$ cat config.mk
export PLATFORM = sky130hd
export DESIGN_NAME = rgba4444_pixel_blend_unit
export DESIGN_NICKNAME = d
export VERILOG_FILES = /design/src/rtl/rpb_pkg.sv /design/src/rtl/rgba4444_pixel_blend_unit.sv /design/src/rtl/rpb_prep.sv /design/src/rtl/rpb_alpha.sv /design/src/rtl/rpb_blend.sv
export SDC_FILE = /design/constraint.sdc
export NUM_CORES = 1
export LEC_CHECK = 0
export BUFFER_PORTS_ARGS = -buffer_cell sky130_fd_sc_hd__buf_4
export CAP_MARGIN = 5
export CORE_ASPECT_RATIO = 1.4
export CORE_MARGIN = 1
export CORE_UTILIZATION = 29
export DETAILED_ROUTE_END_ITERATION = 7
export GPL_ROUTABILITY_DRIVEN = 1
export GPL_TIMING_DRIVEN = 0
export SYNTH_ARGS = -nofsm -noshare
export SYNTH_HDL_FRONTEND = slang
export SYNTH_SLANG_ARGS = --single-unit
$ cat constraint.sdc
create_clock -name i_clk -period 10.6 [get_ports i_clk]
set_input_delay 0 -clock i_clk [delete_from_list [all_inputs] [get_ports i_clk]]
set_output_delay 0 -clock i_clk [all_outputs]
set_load 0.02 [all_outputs]
$ cat src/rtl/rpb_pkg.sv
`timescale 1ns / 1ps
// ----------------------------------------------------------------------------
// rpb_pkg
// Shared types, codes and helpers for the RGBA4444 pixel blend pipeline.
// ----------------------------------------------------------------------------
package rpb_pkg;

    typedef enum logic [3:0] {
        KIND_ALPHA    = 4'd0,
        KIND_COPY     = 4'd1,
        KIND_MASK     = 4'd2,
        KIND_PEN      = 4'd3,
        KIND_DARKEN   = 4'd4,
        KIND_LIGHTEN  = 4'd5,
        KIND_ADD      = 4'd6,
        KIND_SUBTRACT = 4'd7,
        KIND_MULTIPLY = 4'd8,
        KIND_DISSOLVE = 4'd9
    } t_kind;

    typedef enum logic [1:0] {
        OP_KEEP     = 2'd0,
        OP_SRC      = 2'd1,
        OP_BLEND    = 2'd2,
        OP_DISSOLVE = 2'd3
    } t_op;

    typedef enum logic {
        CFG_GLOBAL_ALPHA = 1'b0,
        CFG_PEN_COLOR    = 1'b1
    } t_cfg_index;

    localparam int PIX_W      = 16;
    localparam int HASH_W     = 20;
    localparam int ALPHA_W    = 5;
    localparam logic [3:0]  GLOBAL_ALPHA_RST = 4'hf;
    localparam logic [15:0] PEN_COLOR_RST    = 16'h0000;
    localparam logic [31:0] HASH_MULT        = 32'h0000_00d2;

    typedef struct packed {
        t_op               op;
        logic [PIX_W-1:0]  pix;
        logic [PIX_W-1:0]  dst;
        logic [HASH_W-1:0] hash;
        logic              last;
    } t_s1;

    typedef struct packed {
        t_op                op;
        logic [ALPHA_W-1:0] alpha;
        logic [PIX_W-1:0]   pix;
        logic [PIX_W-1:0]   dst;
        logic               last;
    } t_s2;

    typedef struct packed {
        logic [PIX_W-1:0] pix;
        logic             we;
        logic             last;
    } t_s3;

    function automatic logic [31:0] hash_round(input logic [31:0] v, input logic [2:0] n);
        return (((v >> 8) ^ v) * HASH_MULT) + 32'(n);
    endfunction

endpackage

$ cat src/rtl/rgba4444_pixel_blend_unit.sv
`timescale 1ns / 1ps
// ----------------------------------------------------------------------------
// rgba4444_pixel_blend_unit
// Blends an RGBA4444 source pixel into a destination pixel under one of ten
// modes and returns the new destination pixel with a write enable.
//
// Input channel: i_valid / o_stall carry kind, source and destination pixel,
// destination address and the span-last flag. Output channel: o_valid /
// i_stall carry the result pixel, write enable and span-last copy.
// Configuration: i_cfg_we writes i_cfg_data into register i_cfg_index
// (0 global alpha, 1 pen colour); write only while the pipeline is empty.
// An accepted input transaction is registered through three register stages
// (mode prep, alpha scale and hash, channel blend) and then drives o_valid;
// while i_stall stays low, throughput is one pixel per cycle, each stage
// taking a transaction every clock.
// Reset clears all stage valids and loads global alpha 15 and pen colour 0.
// When the receiver stalls, the result holds and empty stages behind it still
// fill; o_stall rises only once all three stages hold a transaction.
// ----------------------------------------------------------------------------
module rgba4444_pixel_blend_unit (
    input  logic        i_clk,
    input  logic        i_rst_n,
    input  logic        i_valid,
    output logic        o_stall,
    input  logic [3:0]  i_kind,
    input  logic [15:0] i_source_pixel,
    input  logic [15:0] i_dest_pixel,
    input  logic [31:0] i_dest_address,
    input  logic        i_span_last,
    output logic        o_valid,
    input  logic        i_stall,
    output logic [15:0] o_result_pixel,
    output logic        o_write_enable,
    output logic        o_result_last,
    input  logic        i_cfg_we,
    input  logic        i_cfg_index,
    input  logic [15:0] i_cfg_data
);
    import rpb_pkg::*;

    logic [3:0]  r_global_alpha;
    logic [15:0] r_pen_color;
    logic        r_v1;
    logic        r_v2;
    logic        r_v3;
    logic        en1;
    logic        en2;
    logic        en3;
    t_s1         s1;
    t_s2         s2;
    t_s3         s3;

    assign en3     = !r_v3 || !i_stall;
    assign en2     = !r_v2 || en3;
    assign en1     = !r_v1 || en2;
    assign o_stall = !en1;

    always_ff @(posedge i_clk) begin
        if (!i_rst_n) begin
            r_v1 <= 1'b0;
            r_v2 <= 1'b0;
            r_v3 <= 1'b0;
        end else begin
            if (en1) begin
                r_v1 <= i_valid;
            end
            if (en2) begin
                r_v2 <= r_v1;
            end
            if (en3) begin
                r_v3 <= r_v2;
            end
        end
    end

    always_ff @(posedge i_clk) begin
        if (!i_rst_n) begin
            r_global_alpha <= GLOBAL_ALPHA_RST;
            r_pen_color    <= PEN_COLOR_RST;
        end else if (i_cfg_we) begin
            unique case (i_cfg_index)
                CFG_GLOBAL_ALPHA: r_global_alpha <= i_cfg_data[3:0];
                CFG_PEN_COLOR:    r_pen_color    <= i_cfg_data;
                default:          r_pen_color    <= r_pen_color;
            endcase
        end
    end

    rpb_prep u_prep (
        .i_clk          (i_clk),
        .i_en           (en1),
        .i_kind         (i_kind),
        .i_source_pixel (i_source_pixel),
        .i_dest_pixel   (i_dest_pixel),
        .i_dest_address (i_dest_address),
        .i_span_last    (i_span_last),
        .i_pen_color    (r_pen_color),
        .o_s1           (s1)
    );

    rpb_alpha u_alpha (
        .i_clk          (i_clk),
        .i_en           (en2),
        .i_s1           (s1),
        .i_global_alpha (r_global_alpha),
        .o_s2           (s2)
    );

    rpb_blend u_blend (
        .i_clk (i_clk),
        .i_en  (en3),
        .i_s2  (s2),
        .o_s3  (s3)
    );

    assign o_valid        = r_v3;
    assign o_result_pixel = s3.pix;
    assign o_write_enable = s3.we;
    assign o_result_last  = s3.last;

    a_stall_only_when_full: assert property (@(posedge i_clk) disable iff (!i_rst_n)
        o_stall |-> (r_v1 && r_v2 && r_v3))
        else $error("input stalled while a pipeline stage is empty");

    a_reset_empties: assert property (@(posedge i_clk)
        !i_rst_n |=> (!r_v1 && !r_v2 && !r_v3))
        else $error("pipeline holds a transaction after reset");

    a_accept_lands: assert property (@(posedge i_clk) disable iff (!i_rst_n)
        (i_valid && !o_stall) |=> r_v1)
        else $error("accepted transaction lost at the first stage");

    a_advance_moves: assert property (@(posedge i_clk) disable iff (!i_rst_n)
        (r_v2 && en3) |=> r_v3)
        else $error("transaction lost between blend stages");

endmodule

$ cat src/rtl/rpb_prep.sv
`timescale 1ns / 1ps
// ----------------------------------------------------------------------------
// rpb_prep
// First stage: decode the mode, build the pixel to blend, run the first two
// rounds of the dissolve address hash.
// ----------------------------------------------------------------------------
module rpb_prep (
    input  logic           i_clk,
    input  logic           i_en,
    input  logic [3:0]     i_kind,
    input  logic [15:0]    i_source_pixel,
    input  logic [15:0]    i_dest_pixel,
    input  logic [31:0]    i_dest_address,
    input  logic           i_span_last,
    input  logic [15:0]    i_pen_color,
    output rpb_pkg::t_s1   o_s1
);
    import rpb_pkg::*;

    t_s1          r_s1;
    t_s1          n_s1;
    logic [31:0]  v0;
    logic [31:0]  v2;
    logic [15:0]  comb_px;
    logic [7:0]   pen_prod;
    logic [3:0]   pen_a;

    function automatic logic [3:0] chan_op(input logic [3:0] kind, input logic [3:0] sc,
                                           input logic [3:0] dc);
        logic [7:0] prod;
        logic [4:0] sum;
        logic [3:0] rc;
        prod = 8'(sc) * 8'(dc);
        sum  = 5'(sc) + 5'(dc);
        case (kind)
            KIND_DARKEN:   rc = (sc < dc) ? sc : dc;
            KIND_LIGHTEN:  rc = (sc > dc) ? sc : dc;
            KIND_ADD:      rc = sum[4] ? 4'hf : sum[3:0];
            KIND_SUBTRACT: rc = (dc > sc) ? (dc - sc) : 4'h0;
            default:       rc = prod[7:4];
        endcase
        return rc;
    endfunction

    always_comb begin
        v0       = {i_dest_address[31], i_dest_address[31:1]};
        v2       = hash_round(hash_round(v0, 3'd4), 3'd3);
        pen_prod = 8'(i_pen_color[7:4]) * 8'(i_source_pixel[7:4]);
        pen_a    = 4'((9'(pen_prod) + 9'd15) >> 4);
        comb_px  = {chan_op(i_kind, i_source_pixel[15:12], i_dest_pixel[15:12]),
                    chan_op(i_kind, i_source_pixel[11:8],  i_dest_pixel[11:8]),
                    i_source_pixel[7:4],
                    chan_op(i_kind, i_source_pixel[3:0],   i_dest_pixel[3:0])};
    end

    always_comb begin
        n_s1.op   = OP_KEEP;
        n_s1.pix  = i_source_pixel;
        n_s1.dst  = i_dest_pixel;
        n_s1.hash = v2[HASH_W-1:0];
        n_s1.last = i_span_last;
        unique case (i_kind)
            KIND_ALPHA: begin
                n_s1.op = OP_BLEND;
            end
            KIND_COPY: begin
                n_s1.op = OP_SRC;
            end
            KIND_MASK: begin
                n_s1.op = (|i_source_pixel[7:4]) ? OP_SRC : OP_KEEP;
            end
            KIND_PEN: begin
                n_s1.op  = OP_BLEND;
                n_s1.pix = {i_pen_color[15:8], pen_a, i_pen_color[3:0]};
            end
            KIND_DARKEN, KIND_LIGHTEN, KIND_ADD, KIND_SUBTRACT, KIND_MULTIPLY: begin
                n_s1.op  = OP_BLEND;
                n_s1.pix = comb_px;
            end
            KIND_DISSOLVE: begin
                n_s1.op = OP_DISSOLVE;
            end
            default: begin
                n_s1.op = OP_KEEP;
            end
        endcase
    end

    always_ff @(posedge i_clk) begin
        if (i_en) begin
            r_s1 <= n_s1;
        end
    end

    assign o_s1 = r_s1;

endmodule

$ cat src/rtl/rpb_alpha.sv
`timescale 1ns / 1ps
// ----------------------------------------------------------------------------
// rpb_alpha
// Second stage: scale source alpha by global alpha and stretch to 0..16;
// finish the dissolve hash and resolve the dissolve decision.
// ----------------------------------------------------------------------------
module rpb_alpha (
    input  logic           i_clk,
    input  logic           i_en,
    input  rpb_pkg::t_s1   i_s1,
    input  logic [3:0]     i_global_alpha,
    output rpb_pkg::t_s2   o_s2
);
    import rpb_pkg::*;

    t_s2          r_s2;
    t_s2          n_s2;
    logic [7:0]   ga_prod;
    logic [3:0]   ga_a;
    logic [31:0]  v4;
    logic [3:0]   h;

    always_comb begin
        ga_prod = 8'(i_s1.pix[7:4]) * 8'(i_global_alpha);
        ga_a    = 4'((9'(ga_prod) + 9'd15) >> 4);
        v4      = hash_round(hash_round(32'(i_s1.hash), 3'd2), 3'd1);
        h       = (v4[3:0] == 4'h0) ? 4'h0 : (v4[3:0] - 4'h1);

        n_s2.op    = i_s1.op;
        n_s2.alpha = 5'(ga_a) + 5'(ga_a[3]);
        n_s2.pix   = i_s1.pix;
        n_s2.dst   = i_s1.dst;
        n_s2.last  = i_s1.last;
        if (i_s1.op == OP_DISSOLVE) begin
            n_s2.op = (h < i_s1.pix[7:4]) ? OP_SRC : OP_KEEP;
        end
    end

    always_ff @(posedge i_clk) begin
        if (i_en) begin
            r_s2 <= n_s2;
        end
    end

    assign o_s2 = r_s2;

endmodule

$ cat src/rtl/rpb_blend.sv
`timescale 1ns / 1ps
// ----------------------------------------------------------------------------
// rpb_blend
// Third stage: per-channel alpha blend and final pixel selection; drives the
// output register.
// ----------------------------------------------------------------------------
module rpb_blend (
    input  logic           i_clk,
    input  logic           i_en,
    input  rpb_pkg::t_s2   i_s2,
    output rpb_pkg::t_s3   o_s3
);
    import rpb_pkg::*;

    t_s3          r_s3;
    t_s3          n_s3;
    logic [4:0]   inv_a;
    logic [15:0]  blend_px;
    logic [8:0]   acc [4];

    always_comb begin
        inv_a = 5'd16 - i_s2.alpha;
        for (int i = 0; i < 4; i++) begin
            acc[i] = (9'(i_s2.pix[4*i +: 4]) * 9'(i_s2.alpha))
                   + (9'(i_s2.dst[4*i +: 4]) * 9'(inv_a)) + 9'd15;
            blend_px[4*i +: 4] = acc[i][7:4];
        end

        n_s3.last = i_s2.last;
        case (i_s2.op)
            OP_BLEND: begin
                n_s3.pix = blend_px;
                n_s3.we  = 1'b1;
            end
            OP_SRC: begin
                n_s3.pix = i_s2.pix;
                n_s3.we  = 1'b1;
            end
            default: begin
                n_s3.pix = i_s2.dst;
                n_s3.we  = 1'b0;
            end
        endcase
    end

    always_ff @(posedge i_clk) begin
        if (i_en) begin
            r_s3 <= n_s3;
        end
    end

    assign o_s3 = r_s3;

endmodule

## Word level (Yosys, flattened, before mapping)

Index checks and enable logic that the tools add are counted.

- Add/subtract/negate cells: 23
- $mul: 17
- Magnitude comparators: 10
- Eq/ne operators: 12
- Mux-type cells: 22
- Bitwise gates (word level): 5
- Reduce and logical (&&, ||, !) cells: 15

Operators by type and width:

| operator | count |
|---|---|
| $xor A24 B32 Y32 | 3 |
| $mul A32 B7 Y31 const B | 2 |
| $mul A4 B5 Y8 | 8 |
| $mux W4 | 13 |
| $add A8 B4 Y8 const B | 6 |
| $pmux W4 S4 | 3 |
| $mul A4 B4 Y8 | 5 |
| $pmux W17 S2 | 1 |
| $add A32 B2 Y32 const B | 1 |
| $add A32 B3 Y32 const B | 1 |
| $add A8 B8 Y8 | 4 |
| $mul A32 B7 Y19 const B | 1 |
| $mul A32 B7 Y3 const B | 1 |
| $pmux W16 S2 | 1 |
| $gt A4 B4 Y1 | 6 |
| $add A20 B2 Y20 const B | 1 |
| $xor A12 B20 Y20 | 1 |
| $eq A4 B3 Y1 const B | 4 |
| $lt A4 B4 Y1 | 4 |
| $add A4 B4 Y5 | 3 |
| $sub A4 B4 Y4 | 3 |
| $eq A4 B2 Y1 const B | 2 |
| $eq A4 B4 Y1 const B | 2 |
| $logic_not A4 Y1 | 2 |
| 17 further kinds | 26 |

- Flip-flop bits (word level): 136

## Depth between registers and ports, before layout

Gate-level depths: netlist of run 1.

- Depth after elaboration: 11
- Depth in mapped cells: 38

## Cells and area by module

A second synthesis of run 1 with hierarchy kept.

- Cells, all modules: 2,212
- Area total of the unflattened synthesis: 20,188.1 sq um

By module, submodules not included:

| module | times used | cells each | area each (sq um) |
|---|---|---|---|
| rpb_prep | 1 | 1,276 | 10,959.3 |
| rpb_blend | 1 | 628 | 5,567.8 |
| rpb_alpha | 1 | 205 | 2,632.5 |
| rgba4444_pixel_blend_unit | 1 | 103 | 1,028.5 |

## Worst setup path before layout of run 1

OpenSTA, ideal clock, no wires.

- Path kind: input-to-reg
- Start: input i_dest_address[3]
- End: register u_prep.r_s1, in the netlist u_prep.o_s1[18] (data pin)
- Arrival time: 8.087 ns
- Required time: 10.340 ns
- Setup slack: 2.254 ns
- Stages: 36
- Path buffers: 2
- Cells stage by stage: xor2_1 -> and2_1 -> clkbuf_1 -> xor2_1 -> ha_1 -> ha_1 -> inv_1 -> fa_1 -> inv_1 -> ha_1 -> buf_6 -> a21o_1 -> and2_1 -> or4_1 -> and2_1 -> and4_1 -> xnor2_1 -> xnor2_1 -> ha_1 -> ha_1 -> xor2_1 -> ha_1 -> inv_1 -> fa_1 -> inv_1 -> ha_1 -> or2_2 -> a21o_1 -> nand2_1 -> inv_1 -> a2111o_1 -> o311ai_0 -> or4bb_1 -> xnor2_1 -> xnor3_1 -> xnor2_1

RTL lines:

| item | RTL line | source |
|---|---|---|
| start: declaration | rgba4444_pixel_blend_unit.sv:28 | `input logic [31:0] i_dest_address,` |
| end signal: assignment | rpb_prep.sv:91 | `r_s1 <= n_s1;` |
| end: declaration | rpb_prep.sv:20 | `t_s1 r_s1;` |

==> results of run 1 <==
==> Yosys cell counts, types with 43 or more instances <==
cell and instances:
a21oi_1 83, and2_1 94, clkbuf_1 44, edfxtp_1 110, fa_1 174, ha_1 261, inv_1 378, nand2_1 210
nor2_1 88, o21ai_0 43, xnor2_1 124, xor2_1 78
==> layout by cell type (no fill, tap or decap), types with 12 or more instances in the layout <==
cell / count
a21boi_0: 16
a21o_1: 23
a21oi_1: 83
a221oi_1: 21
and2_1: 94
and3_1: 12
buf_4: 107
clkbuf_1: 46
clkbuf_16: 19
dfxtp_1: 23
dlygate4sd3_1: 53
edfxtp_1: 110
fa_1: 174
ha_1: 261
inv_1: 377
nand2_1: 209
nand3_1: 24
nand4_1: 13
nor2_1: 88
nor2b_1: 30
nor3_1: 17
o21ai_0: 43
xnor2_1: 124
xor2_1: 78
==> worst min path at each step <==
stage	start	endpoint	slack, ps	cells after the start
global route	i_kind[2]	u_prep.o_s1[53]	60	2
detailed placement	i_span_last	u_prep.o_s1[0]	180	1
CTS	i_kind[2]	u_prep.o_s1[53]	7	2
global placement	i_dest_pixel[5]	u_prep.o_s1[26]	180	1
floorplan	i_span_last	u_prep.o_s1[0]	100	0
finish	i_kind[2]	u_prep.o_s1[53]	30	2
==> state kept, by name (all words and copies together) (netlist names) <==
name and flops:
o_valid 1, r_global_alpha 4, r_pen_color 16, r_v1 1
r_v2 1, u_alpha.o_s2 40, u_blend.o_s3 18, u_prep.o_s1 52
==> per-layer routing <==
layer / up-vias / global-route usage [%]
met2: 333 / 29.3
met4: 14 / 6.12
met5: - / 0
met1: 7100 / 16.2
met3: 102 / 2.32
li1: 7089 / -
==> stage by stage <==
stage	cell area [um2]	instances	util, %	hold slack, ps	setup WS, ps
finish	21700	3072	34.2	29.3	1370
CTS	21600	3066	34.1	6.84	1410
global route	21700	3072	34.2	58.9	844
detailed placement	20600	2981	32.4	181	977
floorplan	18700	2042	-	98.9	2250
global placement	20500	2980	32.4	182	1080
==> kinds of logic (layout without fill, tap and decap cells) <==
family,after synthesis,count (layout),share of synthesized area [%]
and+or+nand+nor,549,549,14.6
adders and majority gates,435,435,36.1
buffers and inverters,428,620,8.71
AOI/OAI and AO/OA,281,281,10.1
xor gates and xnor gates,204,204,9.67
DFF,133,133,20.1
muxes,12,12,0.669
other,0,6,0
==> layout make-up <==
class | count | share of cell area (%)
Sequential cell | 133 | 17.4
Clock inverter | 10 | 0.306
Clock buffer | 22 | 2.29
Antenna cell | 6 | 0.0693
Tap cell | 832 | 4.81
Inverter | 379 | 6.57
Timing Repair Buffer | 160 | 6.21
Multi-Input combinational cell | 1481 | 61.4
Buffer | 49 | 0.947
==> impl_metrics.yaml, run 1 <==
global_route:
  grt_pass1_wl_um: 78400
  antenna_found_initial: 14
  grt_pass1_vias: 15600
  grt.overflow.total: 0
  track_usage_pct: 15.1
  grt_max_degree: 41
cts:
  cts_buffer_depth: 2
  cts.repair.resized: 0
  cts_sinks: 133
  clk_pin_slew_worst_paths_ps: 60
  insertion_delay_ps: 430
  post_cts_buffers: 0
  h-tree-depth: 4
  ctsRootBufferMaster: "clkbuf_16"
  cts_hold_buf: 53
  cts_buffers: 17
  cts_tree: "built"
critical_path:
  max_stage_delay_ps: 530
  cp-endpoint: "u_prep.o_s1[18]"
  crit_buf_inv: 7
  path_class: "primary input to register"
  r2r_start: "u_alpha.o_s2[34]"
  reg2regPathDepth: 21
  reg2reg_to: "u_blend.o_s3[5]"
  crit_fanout: 8
  path_depth: 36
  crit_slowest_cell: "xor2_1"
  reg2reg_slack_ps: 3190
  cp-end-kind: "register"
  path_delay_family: "adder cells"
  cp.required_ps: 10750
  crit_start: "i_dest_address[12]"
  start_kind: "primary input"
  cpMostUsedCell: "ha_1"
  crit_arrival_ps: 9380
logic_synthesis:
  ys_warn_count: 0
  synthArstFlopShare_pct: 0
  ys.flop_type: "edfxtp_1"
  ys_top_cells_by_area: "fa_1 19%, edfxtp_1 18%, ha_1 17%"
  yosys.area.top_type_share_pct: 18.6
  syn_inst: 2042
  synth-seq-cells: 133
  synth-edff-count: 110
  yosys.area.top_type: "fa_1"
  synth_fp_nets: 2568
  avgSynthCellArea_um2: 9.16
  ys_types: 81
  synth_area_um2: 18700
  synth_seq_area_share_pct: 20.1
finish:
  nets: 2747
  syn_to_final_growth_pct: 15.9
  regArea_um2: 3760
  multi_input_area_um2: 13300
  layout-drive-gt1-share_pct: 7.43
  fillCellCount: 6446
sta:
  rsz0062_at_grt: "false"
  max_freq_mhz: 108
  finalCritPeriodShare_pct: 87.1
  slew_headroom_pct: 21.7
  hold_viol: 0
  setup_violations: 0
  fin_tns_setup_ps: 0
  worstMarginPinSlew_ps: 1170
  finalClockSkew_ps: 11.2
  final-max-slew-violation-count: 0
  period_minus_slack_ps: 9230
detailed_routing:
  first_pass_iters: 6
  maxUsedRoutingLayer: "met5"
  dr_total_vias: 14600
  vias_per_cell: 4.76
  drc_errors: 0
  wl_met1_um: 18900
  met2_length_um: 25600
  wl_met3_um: 2010
  drtIter0Drc: 642
  drt_wl_total_um: 48200
  routedWlPerCell_um: 15.7
  antenna_left: 0
floorplanning:
  rows: 109
  design.core.area_um2: 63400
  die_h_um: 302
  die_area_um2: 65500
  die_x_um: 217
  ioPinCount: 111
  initial_core_util_pct: 29.5
status:
  status: "finished, final reports clean"
flow_run:
  maxCapViolCount: 0
placement:
  numPortBuffers: 106
  dpl.hpwl_um: 40800
  place_congestion: 0.919
min_path:
  hold_class: "primary input to register"
Power of run 1 is not shown: default switching activity piles up to over one toggle a cycle in this logic, so the estimate is an artifact.
==> run 2, diff against run 1 <==
Settings changed: CORE_ASPECT_RATIO 1.4 to 0.9.
==> run 2 against run 1 <==
Net effect:
- clock-buffer cell count down 5
- clock skew up 2.1 ps
- critical endpoint unchanged
- design area up 0.12%
- largest cell class unchanged
- routed wire length down 0.80%
- sequential share of layout area about the same
- via count down 0.18%
- cell count up 0.26%
- die area about the same
- critical path depth up 2
- hold slack better by 24 ps
==> impl_metrics.yaml, run 2 (synthesis gave the netlist of run 1 again) <==
floorplanning:
  die_area_um2: 65500
  design.core.area_um2: 63100
  die_x_um: 270
  initial_core_util_pct: 29.6
  ioPinCount: 111
  rows: 87
  die_h_um: 243
sta:
  period_minus_slack_ps: 8960
  setup_violations: 0
  slew_headroom_pct: 26.6
  fin_tns_setup_ps: 0
  finalClockSkew_ps: 13.3
  finalCritPeriodShare_pct: 84.5
  rsz0062_at_grt: "false"
  max_freq_mhz: 112
  hold_viol: 0
  worstMarginPinSlew_ps: 1100
  final-max-slew-violation-count: 0
cts:
  clk_pin_slew_worst_paths_ps: 60
  post_cts_buffers: 0
  h-tree-depth: 4
  cts_buffers: 17
  cts_hold_buf: 53
  insertion_delay_ps: 440
  cts_buffer_depth: 2
  cts_sinks: 133
  cts_tree: "built"
  cts.repair.resized: 0
  ctsRootBufferMaster: "clkbuf_16"
detailed_routing:
  vias_per_cell: 4.74
  routedWlPerCell_um: 15.5
  drc_errors: 0
  drtIter0Drc: 757
  dr_total_vias: 14600
  first_pass_iters: 5
  antenna_left: 0
  drt_wl_total_um: 47800
finish:
  syn_to_final_growth_pct: 16.0
  multi_input_area_um2: 13300
  largest_reg_flops: 52
  regArea_um2: 3760
  mostFrequentLayoutCell: "inv_1"
  finalCoreUtilization_pct: 34.4
  fillCellCount: 6468
  nets: 2747
  mostFrequentLayoutCells: "377 x inv_1, 261 x ha_1, 209 x nand2_1"
  layout-drive-gt1-share_pct: 7.48
critical_path:
  cp-end-kind: "register"
  max_stage_delay_ps: 530
  start_kind: "primary input"
  cp.required_ps: 10770
  crit_fanout: 10
  path_class: "primary input to register"
  reg2regPathDepth: 21
  cpMostUsedCell: "ha_1"
  crit_arrival_ps: 9130
  crit_slowest_cell: "fa_1"
global_route:
  grt.overflow.total: 0
  grt_pass1_vias: 15300
  track_usage_pct: 14.9
  grt_max_degree: 42
  antenna_found_initial: 5
  grt_pass1_wl_um: 78500
flow_run:
  maxCapViolCount: 0
status:
  status: "finished, final reports clean"
placement:
  dpl.hpwl_um: 40000
  numPortBuffers: 106
  place_congestion: 0.870
min_path:
  hold_depth: 2
  hold_class: "primary input to register"
[run 2: through the flow]
stage          setup slack (ps)  hold slack (ps)  instances  cell area, um2
6_report                   1640             53.5       3080           21700
5_1_grt                     967             33.3       3079           21700
2_1_floorplan              2250             98.9       2042           18700
3_5_place_dp               1250              180       2994           20600
4_1_cts                    1660             37.8       3079           21700
3_3_place_gp               1320              182       2993           20500
[run 2: path summary, 6_finish.rpt]
check | startpoint | slack (ps) | to
hold / removal | i_kind[3] | 50 | u_prep.o_s1[54]
setup / recovery | i_dest_address[11] | 1640 | u_prep.o_s1[18]
hold reg to reg | u_prep.o_s1[29] | 410 | u_alpha.o_s2[9]
setup reg to reg | u_alpha.o_s2[34] | 3260 | u_blend.o_s3[5]
[run 2: metal layers]
metal  global-route usage, %  vias up  part of all wire [%]
li1                        -     7086                     -
met1                    19.1     7108                    45
met2                    26.1      351                    49
met3                    2.15       61                   5.0
met4                    3.49        6                   1.5
met5                       0        -                 0.082
[run 2: cell type report]
type	count	area share, %
tap	845	4.87
clock buffer	17	1.96
multi-input combinational	1481	61.3
clock inverter	15	0.738
inverter	379	6.56
buffer	49	0.946
timing repair buffer	160	6.21
antenna	1	0.0115
sequential	133	17.4
[run 2: worst max-delay path: cells and delay by family]
kind | cells | cell delay [ps]
buffers and inverters | 8 | 880
AND/OR/NAND/NOR | 7 | 1830
adder cells (fa/ha/maj) | 9 | 3020
AO/OA/AOI/OAI | 6 | 1460
XOR/XNOR | 8 | 1930
Power of run 2 is left out for the same reason.
==> run 3, diff against run 2 <==
Clock period 10.6 ns to 8.55 ns, I/O delays scaled along.
==> run 3 against run 2 <==
Net effect:
- critical path depth shrank 4
- cell count grew 0.36%
- flip-flop and latch count is the same
- hold slack gained 2.6 ps
- setup slack lost 1300 ps
- routed wire length grew 0.59%
- clock skew grew 2.0 ps
- highest routed layer unchanged
- via count grew 0.62%
==> impl_metrics.yaml, run 3 (synthesis gave the netlist of run 1 again) <==
cts:
  cts_tree: "built"
  clk_pin_slew_worst_paths_ps: 60
  cts_sinks: 133
  cts_buffer_depth: 2
  h-tree-depth: 4
  cts_buffers: 17
  insertion_delay_ps: 440
  ctsRootBufferMaster: "clkbuf_16"
finish:
  layout-drive-gt1-share_pct: 9.58
  design_area_um2: 22100
  mostFrequentLayoutCell: "inv_1"
  finalCoreUtilization_pct: 35.0
  syn_to_final_growth_pct: 18.1
  nets: 2758
  mostFrequentLayoutCells: "375 x inv_1, 260 x ha_1, 209 x nand2_1"
  largest_reg_flops: 52
global_route:
  antenna_found_initial: 5
  grt_pass1_vias: 15300
  grt_pass1_wl_um: 78500
  grt.overflow.total: 0
  track_usage_pct: 14.9
  grt_max_degree: 42
sta:
  period_minus_slack_ps: 8170
  max_freq_mhz: 122
  finalCritPeriodShare_pct: 95.6
  slew_headroom_pct: 26.0
  setup_violations: 0
  finalClockSkew_ps: 15.3
  worstMarginPinSlew_ps: 1110
  final-max-slew-violation-count: 0
  hold_viol: 0
  fin_tns_setup_ps: 0
min_path:
  min_from: "i_kind[3]"
  hold_class: "primary input to register"
  hold_depth: 2
  min_to: "u_prep.o_s1[54]"
critical_path:
  crit_buf_inv: 6
  cp.required_ps: 8720
  r2r_start: "u_alpha.o_s2[34]"
  reg2reg_to: "u_blend.o_s3[5]"
  crit_fanout: 7
  reg2reg_slack_ps: 1190
  reg2regPathDepth: 21
  path_class: "primary input to register"
  start_kind: "primary input"
  path_delay_family: "adder cells"
  cp-end-kind: "register"
  max_stage_delay_ps: 530
  cpMostUsedCell: "ha_1"
  crit_arrival_ps: 8350
  crit_slowest_cell: "fa_1"
floorplanning:
  die_x_um: 270
  die_area_um2: 65500
  design.core.area_um2: 63100
  rows: 87
  ioPinCount: 111
  die_h_um: 243
  initial_core_util_pct: 29.6
detailed_routing:
  routedWlPerCell_um: 15.6
  drtIter0Drc: 766
  first_pass_iters: 7
  drt_wl_total_um: 48100
  dr_total_vias: 14700
  vias_per_cell: 4.76
  antenna_left: 0
  drc_errors: 0
placement:
  numPortBuffers: 106
  place_congestion: 0.870
  dpl.hpwl_um: 40000
  place_area_um2: 20600
flow_run:
  maxCapViolCount: 0
status:
  status: "finished, final reports clean"
run 3: changes by cell type in the layout (fill, tap and decap cells not counted), moves of 2 or more:
cell,delta
nor4_4,+2
buf_4,+12
xor2_1,-10
xnor2_2,+10
inv_2,+2
xor2_4,+3
xnor2_1,-12
inv_1,-2
xor2_2,+7
nor4_1,-2
xnor2_4,+2
run 3: how the worst max path moves through the flow:
| stage | from | to | slack, ps | cells past startpoint |
|---|---|---|---|---|
| after CTS | i_dest_address[15] | u_prep.o_s1[18] | 5 | 36 |
| after global routing | i_dest_address[10] | u_prep.o_s1[18] | -20 | 34 |
| after floorplan | i_dest_address[3] | u_prep.o_s1[18] | 200 | 36 |
| after global placement | i_dest_address[11] | u_prep.o_s1[18] | -730 | 37 |
| final | i_dest_address[2] | u_prep.o_s1[18] | 380 | 34 |
| after detailed placement | i_dest_address[11] | u_prep.o_s1[18] | -800 | 37 |
run 3: layer usage:
| layer | routed length [um] | global-route usage [%] |
|---|---|---|
| met1 | 21500 | 19.1 |
| met2 | 23500 | 26.1 |
| met3 | 2330 | 2.15 |
| met4 | 670 | 3.51 |
| met5 | 39 | 0 |
run 3: area by class of cell:
| class | instances | area (um2) |
|---|---|---|
| inverters | 379 | 1420 |
| flip-flops and latches | 133 | 3760 |
| clock inverters | 15 | 160 |
| clock buffers | 17 | 425 |
| multi-input cells | 1481 | 13600 |
| well taps | 845 | 1060 |
| plain buffers | 48 | 201 |
| diodes | 1 | 2.50 |
| fillers | 6429 | 41100 |
| repair buffers | 172 | 1440 |
run 3: stage by stage:
stage | setup WS (ps) | hold WS, ps | instances
2_1_floorplan | 204 | 98.9 | 2042
3_3_place_gp | -729 | 182 | 2993
4_1_cts | 4.53 | 37.8 | 3078
6_report | 376 | 56.1 | 3091
5_1_grt | -20.2 | 33.3 | 3090
3_5_place_dp | -801 | 180 | 2994
run 3: timing repair:
action | in CTS | in global routing
endpoints found under the hold margin | 47 | 0
setup buffers | 0 | 12
gates resized for setup | 8 | 39
pin swaps | 1 | 11
endpoints found under the setup margin | 1 | 1
hold buffers | 53 | 0
cloned | 0 | 0
Power of run 3 is left out for the same reason.
